===== src/hw/rtl/pcs_pkg.sv =====
// Shared constants, types and state codes for the plane constraint solver.
package pcs_pkg;

  localparam int MaxPlanes = 8;
  localparam int PlaneIdxW = (MaxPlanes > 1) ? $clog2(MaxPlanes) : 1;
  localparam int CountW    = $clog2(MaxPlanes + 1);
  localparam int WordW     = 32;
  localparam int NormW     = 14;
  localparam int FracBits  = 12;
  localparam int SlopW     = 13;
  localparam int SweepW    = 6;
  localparam int KindW     = 2;
  localparam int InIdxW    = 3;
  localparam int InCountW  = 4;
  localparam int LimitW    = 31;
  localparam int CfgW      = 13;
  localparam int CfgIdxW   = 1;
  localparam int StepW     = 2;

  localparam logic [KindW-1:0] KindLoad  = 2'd0;
  localparam logic [KindW-1:0] KindSolve = 2'd1;
  localparam logic [KindW-1:0] KindClip  = 2'd2;

  localparam logic [CfgIdxW-1:0] CfgSlop       = 1'd0;
  localparam logic [CfgIdxW-1:0] CfgSweepLimit = 1'd1;

  localparam logic [SlopW-1:0]  SlopReset       = 13'd20;
  localparam logic [SweepW-1:0] SweepLimitReset = 6'd20;

  localparam logic [StepW-1:0] StepLast = 2'd3;

  typedef logic signed [WordW-1:0] word_t;
  typedef logic signed [NormW-1:0] norm_t;

  typedef struct packed {
    logic                 en;
    logic [PlaneIdxW-1:0] idx;
    norm_t                nx;
    norm_t                ny;
    norm_t                nz;
    word_t                off;
    word_t                limit;
    logic                 clip;
  } load_t;

  typedef struct packed {
    norm_t nx;
    norm_t ny;
    norm_t nz;
    word_t off;
    word_t limit;
    word_t push;
    logic  clip;
  } plane_t;

  typedef enum logic [3:0] {
    ST_IDLE,
    ST_SWEEP,
    ST_PLANE,
    ST_DOT,
    ST_SEP,
    ST_ACC,
    ST_CLAMP,
    ST_CHANGE,
    ST_ALONG,
    ST_CNEG,
    ST_SWEEP_END,
    ST_DONE
  } state_e;

endpackage


===== src/hw/rtl/pcs_mac.sv =====
// Shared Q12 multiplier: word times normal component, floor shift, registered result.
module pcs_mac (
  input  logic          clk_i,
  input  pcs_pkg::word_t a_i,
  input  pcs_pkg::norm_t n_i,
  output pcs_pkg::word_t q_o
);
  import pcs_pkg::*;

  logic signed [WordW+NormW-1:0] prod;
  word_t                         q_q;

  // The arithmetic shift of the full product gives the exact floor.
  assign prod = a_i * n_i;

  always_ff @(posedge clk_i) begin
    q_q <= prod[WordW+FracBits-1:FracBits];
  end

  assign q_o = q_q;

endmodule


===== src/hw/rtl/pcs_plane_store.sv =====
// Plane entry registers: normals, offsets, limits, clip flags and accumulated pushes.
module pcs_plane_store (
  input  logic                          clk_i,
  input  logic                          rst_ni,
  input  pcs_pkg::load_t                load_i,
  input  logic                          clr_en_i,
  input  logic [pcs_pkg::CountW-1:0]    clr_count_i,
  input  logic                          push_we_i,
  input  pcs_pkg::word_t                push_data_i,
  input  logic [pcs_pkg::PlaneIdxW-1:0] rd_idx_i,
  output pcs_pkg::plane_t               plane_o
);
  import pcs_pkg::*;

  norm_t                nx_q    [MaxPlanes];
  norm_t                ny_q    [MaxPlanes];
  norm_t                nz_q    [MaxPlanes];
  word_t                off_q   [MaxPlanes];
  word_t                limit_q [MaxPlanes];
  word_t                push_q  [MaxPlanes];
  logic [MaxPlanes-1:0] clip_q;

  always_ff @(posedge clk_i) begin
    if (load_i.en) begin
      nx_q[load_i.idx]    <= load_i.nx;
      ny_q[load_i.idx]    <= load_i.ny;
      nz_q[load_i.idx]    <= load_i.nz;
      off_q[load_i.idx]   <= load_i.off;
      limit_q[load_i.idx] <= load_i.limit;
    end
  end

  always_ff @(posedge clk_i or negedge rst_ni) begin
    if (!rst_ni) begin
      clip_q <= '0;
      for (int i = 0; i < MaxPlanes; i++) begin
        push_q[i] <= '0;
      end
    end else begin
      if (load_i.en) begin
        clip_q[load_i.idx] <= load_i.clip;
        push_q[load_i.idx] <= '0;
      end
      // A solve starts with every push it will use set back to zero.
      if (clr_en_i) begin
        for (int i = 0; i < MaxPlanes; i++) begin
          if (CountW'(i) < clr_count_i) begin
            push_q[i] <= '0;
          end
        end
      end
      if (push_we_i) begin
        push_q[rd_idx_i] <= push_data_i;
      end
    end
  end

  always_comb begin
    plane_o.nx    = nx_q[rd_idx_i];
    plane_o.ny    = ny_q[rd_idx_i];
    plane_o.nz    = nz_q[rd_idx_i];
    plane_o.off   = off_q[rd_idx_i];
    plane_o.limit = limit_q[rd_idx_i];
    plane_o.push  = push_q[rd_idx_i];
    plane_o.clip  = clip_q[rd_idx_i];
  end

endmodule


===== src/hw/rtl/plane_constraint_solver.sv =====
// Top level: sequencer and datapath of the iterative plane constraint solver.
//
//   channel   direction  handshake               contents
//   in        to block   in_valid_i/in_stall_o   kind, plane fields, vector, plane count
//   out       from block out_valid_o/out_stall_i out_x/y/z, sweeps_used
//   cfg       to block   cfg_we_i                linear_slop (0), sweep_limit (1)
//
// A load request completes in its accept cycle and returns nothing.
// A solve runs sweeps over the n planes until the total change falls below the slop or
// the sweep limit stops it; a clip visits each of the n planes, takes a dot product for
// each clipping plane with a nonzero push and pushes where that dot product is negative.
// Every product goes through the one shared multiplier, one component per cycle.
// Reset restores the register defaults and clears clip flags and pushes at once.
// A finished result waits in the output register; the block returns to idle as
// soon as that register is free, so the next request can enter while it is held.
module plane_constraint_solver (
  input  logic                              clk_i,
  input  logic                              rst_ni,
  input  logic                              in_valid_i,
  output logic                              in_stall_o,
  input  logic [pcs_pkg::KindW-1:0]         kind_i,
  input  logic [pcs_pkg::InIdxW-1:0]        plane_index_i,
  input  logic signed [pcs_pkg::NormW-1:0]  normal_x_i,
  input  logic signed [pcs_pkg::NormW-1:0]  normal_y_i,
  input  logic signed [pcs_pkg::NormW-1:0]  normal_z_i,
  input  logic signed [pcs_pkg::WordW-1:0]  plane_offset_i,
  input  logic [pcs_pkg::LimitW-1:0]        limit_of_push_i,
  input  logic                              clip_enable_i,
  input  logic signed [pcs_pkg::WordW-1:0]  vec_x_i,
  input  logic signed [pcs_pkg::WordW-1:0]  vec_y_i,
  input  logic signed [pcs_pkg::WordW-1:0]  vec_z_i,
  input  logic [pcs_pkg::InCountW-1:0]      plane_count_i,
  output logic                              out_valid_o,
  input  logic                              out_stall_i,
  output logic signed [pcs_pkg::WordW-1:0]  out_x_o,
  output logic signed [pcs_pkg::WordW-1:0]  out_y_o,
  output logic signed [pcs_pkg::WordW-1:0]  out_z_o,
  output logic [pcs_pkg::SweepW-1:0]        sweeps_used_o,
  input  logic                              cfg_we_i,
  input  logic [pcs_pkg::CfgIdxW-1:0]       cfg_index_i,
  input  logic [pcs_pkg::CfgW-1:0]          cfg_data_i
);
  import pcs_pkg::*;

  state_e state_q, state_d;

  logic [SlopW-1:0]  slop_q;
  logic [SweepW-1:0] sweep_limit_q;

  logic [CountW-1:0] count_q, count_d;
  logic [CountW-1:0] p_q, p_d;
  logic [StepW-1:0]  k_q, k_d;
  logic              is_clip_q, is_clip_d;
  logic [SweepW-1:0] sweeps_q, sweeps_d;
  word_t vx_q, vx_d, vy_q, vy_d, vz_q, vz_d;
  word_t dot_q, dot_d, sep_q, sep_d, acc_q, acc_d, old_q, old_d;
  word_t change_q, change_d, abs_q, abs_d, total_q, total_d;

  logic  out_valid_q;
  logic  out_load;
  word_t out_x_q, out_y_q, out_z_q;
  logic [SweepW-1:0] out_sweeps_q;

  logic   accept;
  logic   out_free;
  load_t  load;
  logic   clr_en;
  logic   push_we;
  word_t  push_data;
  plane_t plane;
  word_t  mac_a, mac_q;
  norm_t  mac_n;
  word_t  slop_w;
  word_t  fwd, bwd;
  logic   skip_plane;
  logic [CountW-1:0] count_sat;

  assign accept     = in_valid_i && !in_stall_o;
  assign in_stall_o = (state_q != ST_IDLE);
  assign out_free   = !out_valid_q || !out_stall_i;
  assign slop_w     = {{(WordW-SlopW){1'b0}}, slop_q};
  assign fwd        = acc_q - old_q;
  assign bwd        = old_q - acc_q;
  assign skip_plane = is_clip_q && ((plane.push == '0) || !plane.clip);
  assign count_sat  = (int'(plane_count_i) > MaxPlanes) ? CountW'(MaxPlanes)
                                                        : CountW'(plane_count_i);

  always_comb begin
    load.en    = accept && (kind_i == KindLoad) && (int'(plane_index_i) < MaxPlanes);
    load.idx   = PlaneIdxW'(plane_index_i);
    load.nx    = normal_x_i;
    load.ny    = normal_y_i;
    load.nz    = normal_z_i;
    load.off   = plane_offset_i;
    load.limit = {{(WordW-LimitW){1'b0}}, limit_of_push_i};
    load.clip  = clip_enable_i;
  end

  assign clr_en = accept && (kind_i == KindSolve);

  pcs_plane_store u_store (
    .clk_i       (clk_i),
    .rst_ni      (rst_ni),
    .load_i      (load),
    .clr_en_i    (clr_en),
    .clr_count_i (count_sat),
    .push_we_i   (push_we),
    .push_data_i (push_data),
    .rd_idx_i    (p_q[PlaneIdxW-1:0]),
    .plane_o     (plane)
  );

  // Operand select for the shared multiplier: one component per step.
  always_comb begin
    case (k_q)
      2'd0: begin
        mac_a = vx_q;
        mac_n = plane.nx;
      end
      2'd1: begin
        mac_a = vy_q;
        mac_n = plane.ny;
      end
      default: begin
        mac_a = vz_q;
        mac_n = plane.nz;
      end
    endcase
    if (state_q == ST_ALONG) begin
      mac_a = change_q;
    end
  end

  pcs_mac u_mac (
    .clk_i (clk_i),
    .a_i   (mac_a),
    .n_i   (mac_n),
    .q_o   (mac_q)
  );

  // Next state.
  always_comb begin
    state_d = state_q;
    case (state_q)
      ST_IDLE: begin
        if (in_valid_i) begin
          case (kind_i)
            KindSolve: state_d = ST_SWEEP;
            KindClip:  state_d = ST_PLANE;
            default:   state_d = ST_IDLE;
          endcase
        end
      end
      ST_SWEEP: state_d = (sweeps_q < sweep_limit_q) ? ST_PLANE : ST_DONE;
      ST_PLANE: begin
        if (p_q == count_q) begin
          state_d = is_clip_q ? ST_DONE : ST_SWEEP_END;
        end else if (!skip_plane) begin
          state_d = ST_DOT;
        end
      end
      ST_DOT: begin
        if (k_q == StepLast) begin
          state_d = is_clip_q ? ST_CNEG : ST_SEP;
        end
      end
      ST_SEP:    state_d = ST_ACC;
      ST_ACC:    state_d = ST_CLAMP;
      ST_CLAMP:  state_d = ST_CHANGE;
      ST_CHANGE: state_d = ST_ALONG;
      ST_ALONG: begin
        if (k_q == StepLast) begin
          state_d = ST_PLANE;
        end
      end
      ST_CNEG:      state_d = dot_q[WordW-1] ? ST_ALONG : ST_PLANE;
      ST_SWEEP_END: state_d = ($signed(total_q) < $signed(slop_w)) ? ST_DONE : ST_SWEEP;
      ST_DONE: begin
        if (out_free) begin
          state_d = ST_IDLE;
        end
      end
      default: state_d = ST_IDLE;
    endcase
  end

  // Datapath updates for each state.
  always_comb begin
    count_d   = count_q;
    p_d       = p_q;
    k_d       = k_q;
    is_clip_d = is_clip_q;
    sweeps_d  = sweeps_q;
    vx_d      = vx_q;
    vy_d      = vy_q;
    vz_d      = vz_q;
    dot_d     = dot_q;
    sep_d     = sep_q;
    acc_d     = acc_q;
    old_d     = old_q;
    change_d  = change_q;
    abs_d     = abs_q;
    total_d   = total_q;
    push_we   = 1'b0;
    push_data = acc_q;
    out_load  = 1'b0;
    case (state_q)
      ST_IDLE: begin
        if (accept) begin
          count_d   = count_sat;
          p_d       = '0;
          k_d       = '0;
          is_clip_d = (kind_i == KindClip);
          sweeps_d  = '0;
          vx_d      = vec_x_i;
          vy_d      = vec_y_i;
          vz_d      = vec_z_i;
        end
      end
      ST_SWEEP: begin
        total_d = '0;
        p_d     = '0;
      end
      ST_PLANE: begin
        k_d = '0;
        if ((p_q != count_q) && skip_plane) begin
          p_d = p_q + CountW'(1);
        end
      end
      ST_DOT: begin
        k_d = k_q + 2'd1;
        if (k_q == 2'd1) begin
          dot_d = mac_q;
        end else if (k_q != 2'd0) begin
          dot_d = dot_q + mac_q;
        end
      end
      ST_SEP: sep_d = dot_q - plane.off + slop_w;
      ST_ACC: begin
        acc_d = plane.push - sep_q;
        old_d = plane.push;
      end
      ST_CLAMP: begin
        if (acc_q[WordW-1]) begin
          push_data = '0;
        end else if ($signed(plane.limit) < $signed(acc_q)) begin
          push_data = plane.limit;
        end else begin
          push_data = acc_q;
        end
        push_we = 1'b1;
        acc_d   = push_data;
      end
      ST_CHANGE: begin
        change_d = fwd;
        abs_d    = fwd[WordW-1] ? bwd : fwd;
        k_d      = '0;
      end
      ST_ALONG: begin
        k_d = k_q + 2'd1;
        case (k_q)
          2'd0: begin
            if (!is_clip_q) begin
              total_d = total_q + abs_q;
            end
          end
          2'd1: vx_d = vx_q + mac_q;
          2'd2: vy_d = vy_q + mac_q;
          default: begin
            vz_d = vz_q + mac_q;
            p_d  = p_q + CountW'(1);
          end
        endcase
      end
      ST_CNEG: begin
        change_d = '0 - dot_q;
        k_d      = '0;
        if (!dot_q[WordW-1]) begin
          p_d = p_q + CountW'(1);
        end
      end
      ST_SWEEP_END: begin
        if (!($signed(total_q) < $signed(slop_w))) begin
          sweeps_d = sweeps_q + SweepW'(1);
        end
      end
      ST_DONE: out_load = out_free;
      default: ;
    endcase
  end

  always_ff @(posedge clk_i or negedge rst_ni) begin
    if (!rst_ni) begin
      state_q       <= ST_IDLE;
      slop_q        <= SlopReset;
      sweep_limit_q <= SweepLimitReset;
      out_valid_q   <= 1'b0;
    end else begin
      state_q <= state_d;
      if (cfg_we_i) begin
        case (cfg_index_i)
          CfgSlop:       slop_q        <= cfg_data_i[SlopW-1:0];
          CfgSweepLimit: sweep_limit_q <= cfg_data_i[SweepW-1:0];
          default: ;
        endcase
      end
      if (out_load) begin
        out_valid_q <= 1'b1;
      end else if (!out_stall_i) begin
        out_valid_q <= 1'b0;
      end
    end
  end

  always_ff @(posedge clk_i) begin
    count_q   <= count_d;
    p_q       <= p_d;
    k_q       <= k_d;
    is_clip_q <= is_clip_d;
    sweeps_q  <= sweeps_d;
    vx_q      <= vx_d;
    vy_q      <= vy_d;
    vz_q      <= vz_d;
    dot_q     <= dot_d;
    sep_q     <= sep_d;
    acc_q     <= acc_d;
    old_q     <= old_d;
    change_q  <= change_d;
    abs_q     <= abs_d;
    total_q   <= total_d;
    if (out_load) begin
      out_x_q      <= vx_q;
      out_y_q      <= vy_q;
      out_z_q      <= vz_q;
      out_sweeps_q <= sweeps_q;
    end
  end

  assign out_valid_o   = out_valid_q;
  assign out_x_o       = out_x_q;
  assign out_y_o       = out_y_q;
  assign out_z_o       = out_z_q;
  assign sweeps_used_o = out_sweeps_q;

  a_result_from_done: assert property (@(posedge clk_i) disable iff (!rst_ni)
    $rose(out_valid_o) |-> $past(state_q == ST_DONE))
    else $error("result raised outside the completion step");

  a_plane_in_range: assert property (@(posedge clk_i) disable iff (!rst_ni)
    (state_q != ST_IDLE) |-> (p_q <= count_q))
    else $error("plane counter ran past the plane count");

  a_dot_ends: assert property (@(posedge clk_i) disable iff (!rst_ni)
    (state_q == ST_DOT) && (k_q == StepLast) |=> (state_q != ST_DOT))
    else $error("dot product did not end after the last component");

  a_sweeps_capped: assert property (@(posedge clk_i) disable iff (!rst_ni)
    (state_q != ST_IDLE) |-> (sweeps_q <= sweep_limit_q))
    else $error("sweep count exceeded the sweep limit");

endmodule

===== config.mk =====
export PLATFORM = sky130hd
export DESIGN_NAME = plane_constraint_solver
export DESIGN_NICKNAME = d
export VERILOG_FILES = /design/src/hw/rtl/pcs_pkg.sv /design/src/hw/rtl/pcs_mac.sv /design/src/hw/rtl/pcs_plane_store.sv /design/src/hw/rtl/plane_constraint_solver.sv
export SDC_FILE = /design/constraint.sdc
export NUM_CORES = 2
export LEC_CHECK = 0
export ABC_AREA = 0
export BUFFER_PORTS_ARGS = -buffer_cell sky130_fd_sc_hd__buf_2
export CORE_ASPECT_RATIO = 0.7
export CORE_UTILIZATION = 50
export DETAILED_ROUTE_END_ITERATION = 7
export PLACE_DENSITY = 0.67
export SETUP_SLACK_MARGIN = 0.05
export SKIP_LAST_GASP = 1
export SYNTH_ARGS = -nofsm -noshare
export SYNTH_HDL_FRONTEND = slang
export SYNTH_HIERARCHICAL = 1
export SYNTH_SLANG_ARGS = --single-unit
export TNS_END_PERCENT = 30

===== constraint.sdc =====
create_clock -name clk_i -period 20.9 [get_ports clk_i]
set_clock_uncertainty 0.05 [all_clocks]
set_input_delay 4.18 -clock clk_i [delete_from_list [all_inputs] [get_ports clk_i]]
set_output_delay 4.18 -clock clk_i [all_outputs]
set_load 0.02 [all_outputs]

==> insert_results.sql <==
INSERT INTO impl_metrics (metric_group, metric, value, unit) VALUES
('sta', 'final.setup.tns', '0', 'ns'),
('global_route', 'grt_pass1_vias', '63422', ''),
('critical_path', 'critPathLaunchType', 'register', ''),
('synth', 'muxShareOfSynthArea', '9.34', '%'),
('synth', 'ys_warn_count', '6', ''),
('synth', 'library_cell_with_the_largest_summed_area_after_synthesis', 'edfxtp_1', ''),
('routing', 'wl_met1', '117000', 'um'),
('sta', 'final.min_clock_period', '10.23', 'ns'),
('die', 'area_of_the_core_region', '188000', 'um2'),
('clock_tree', 'clk_latency', '0.82', 'ns'),
('critical_path', 'required', '21.52', 'ns'),
('synth', 'mappedNetlistArea', '94400', 'um2'),
('critical_path', 'critical_path_peak_fanout', '106', ''),
('routing', 'met3WireLength', '30600', 'um'),
('synth', 'avgSynthCellArea', '12.2', 'um2'),
('synth', 'asyncSetResetFlopFracSynth', '17.9', '%'),
('die', 'dieHeight', '366', 'um'),
('synth', 'synth_cell_type_count', '103', ''),
('placed_design', 'hpwlAfterDp', '194000', 'um'),
('synth', 'arithmetic_cell_share_of_the_synthesized_area_counting_full_adders_half_adders_and_majority_gates', '14.8', '%'),
('global_route', 'gr-total-overflow', '0', ''),
('clock_tree', 'clock_tree_from_tritoncts', 'yes', ''),
('synth', 'yosys_register_bits', '1607', ''),
('critical_path', 'crit_path_frequent_cell', 'fa_1', ''),
('die', 'floorplan.die.width', '521', 'um'),
('sta', 'grt_setup_unrepaired', 'no', ''),
('sta', 'tightest_slew', '1.39', 'ns'),
('routing', 'wirelength', '275000', 'um'),
('sta', 'slew_limit_headroom', '7.48', '%'),
('routing', 'initialDrtViolationCount', '7720', ''),
('placed_design', 'place_inst', '10281', ''),
('critical_path', 'timing_worst_setup_path_type', 'reg2reg', ''),
('routing', 'post-route-drc-count', '0', ''),
('final_layout', 'layout.cell_area.non_filler', '104000', 'um2'),
('clock_tree', 'clock_pin_transition_on_the_worst_setup_and_hold_timing_paths', '0.07', 'ns'),
('routing', 'route.detailed.vias_per_inst', '6.10', ''),
('final_layout', 'num-nets-final', '9046', ''),
('critical_path', 'critPathCaptureType', 'register', ''),
('die', 'design.die.area', '191000', 'um2'),
('sta', 'setup_viol_count_final', '0', ''),
('synth', 'synth_edf_count', '1287', ''),
('final_layout', 'fill_cells', '15254', ''),
('synth', 'synth_top_family_by_area', 'adder cells', ''),
('synth', 'post_synth_xor_area_fraction', '2.99', '%'),
('global_route', 'grt_first_pass_wirelength', '409000', 'um'),
('synth', 'synth_compound_area_share', '10.0', '%'),
('critical_path', 'critical_path.slowest_cell', 'buf_4', ''),
('routing', 'top_signal_layer_used', 'met5', ''),
('critical_path', 'crit_path_max_incr_delay', '0.84', 'ns'),
('clock_tree', 'cts-resized-gates', '0', ''),
('routing', 'detail_route.first_pass.iterations', '6', ''),
('placed_design', 'routabilityCongestion', '0.977', ''),
('placed_design', 'io_buffers', '333', ''),
('clock_tree', 'cts_buffers', '161', ''),
('final_layout', 'area_growth', '10.6', '%'),
('clock_tree', 'postCtsSetupBuffers', '0', ''),
('global_route', 'grt_start_max_net_pins', '108', ''),
('clock_tree', 'cts_hold_repair.buffers', '0', ''),
('flow_run', 'max_cap_viols', '0', ''),
('die', 'initial_utilization', '50.3', '%'),
('clock_tree', 'clockBufferDepth', '3', ''),
('routing', 'route.vias.total', '64591', ''),
('outcome', 'outcome', 'completed', ''),
('sta', 'finalHoldViolCount', '0', ''),
('sta', 'post-route-period-util', '48.9', '%'),
('routing', 'detail_route.wl_per_cell', '26.0', 'um'),
('worst_hold_path', 'worstHoldPathType', 'reg2reg', ''),
('critical_path', 'worst_ep_arrival_time', '10.85', 'ns'),
('global_route', 'antenna_violations_before_repair', '28', ''),
('placed_design', 'placed_area', '98900', 'um2'),
('synth', 'synth_most_common_cell', 'edfxtp_1', '');
## placed cells by master, fill, tap and decap left out, drive strengths merged, types with 59 or more instances in the layout
cell type  instances
mux4             278
o21ai            475
ha               450
fa               419
a22oi             78
xor2             128
buf              458
xnor2            194
a31oi             75
mux2             173
nand2b            59
clkbuf           203
edfxtp          1287
a21o             155
nor3              78
mux2i             61
a21oi            305
nor2             263
o22ai             63
a32o              64
nand2            964
inv              685
and2             210
dfrtp            284
## registers in the layout, summed over array words and instances (netlist names), 112 cells and up
register / cells
u_store/nz_q: 112
u_store/limit_q: 256
u_store/off_q: 256
u_store/ny_q: 112
u_store/nx_q: 112
u_store/push_q: 256
## kinds of logic after synthesis
family                   Yosys count
AND/OR/NAND/NOR                 1847
flip-flops                      1607
AO/OA/AOI/OAI                   1484
buffers and inverters           1082
adder cells (fa/ha/maj)          869
multiplexers                     512
XOR/XNOR                         322
other                              1
## worst paths after layout
kind / from / end / slack, ns / cells after the start
setup / recovery: state_q[1]$_DFFE_PN0P_ / u_mac/q_o[23]$_DFF_P_ / 10.67 / 28
hold / removal: vy_q[20]$_DFFE_PP_ / out_y_o[20]$_DFFE_PP_ / 0.44 / 0
setup reg to reg: state_q[1]$_DFFE_PN0P_ / u_mac/q_o[23]$_DFF_P_ / 10.67 / 28
hold reg to reg: vy_q[20]$_DFFE_PP_ / out_y_o[20]$_DFFE_PP_ / 0.44 / 0
max in group asynchronous: rst_ni / u_store/push_q[106]$_DFF_PN0_ / 15.79 / 2
min in group asynchronous: rst_ni / u_store/push_q[29]$_DFF_PN0_ / 3.44 / 1
## worst max-delay path, delay by kind of cell (launching register included)
kind | cells | cell delay (ns)
DFF | 1 | 0.68
and+or+nand+nor | 3 | 1.00
buffers and inverters | 7 | 2.43
xor gates and xnor gates | 1 | 0.15
AOI/OAI and AO/OA | 10 | 2.30
adders and majority gates | 7 | 3.46
## metal layers
layer	vias to the layer above	GRT usage, %
li1	28154	-
met1	32691	42.4
met2	3317	42.7
met3	423	6.78
met4	6	7.92
met5	-	0
## through the flow
step	util, %	worst slack, ns	hold WS, ns
2_1_floorplan	-	7.59	0.407
3_3_place_gp	52.7	10.70	0.417
3_5_place_dp	52.7	10.66	0.421
5_1_grt	55.6	9.94	0.462
6_report	55.7	10.67	0.442
4_1_cts	55.6	10.58	0.438
## final cells by class
cell class              instances  area, um2  share of cell area (%)
repair buffers                458       2650                    2.54
clock buffers                 203       4380                    4.19
clock inverters                97       1210                    1.15
diodes                          5       12.5                  0.0120
inverters                     677       2560                    2.45
flip-flops and latches       1607      46500                    44.5
well taps                    2497       3120                    2.99
multi-input cells            5042      44000                    42.2
Power is not shown: default switching activity piles up to over one toggle a cycle in this logic, so the estimate is an artifact.
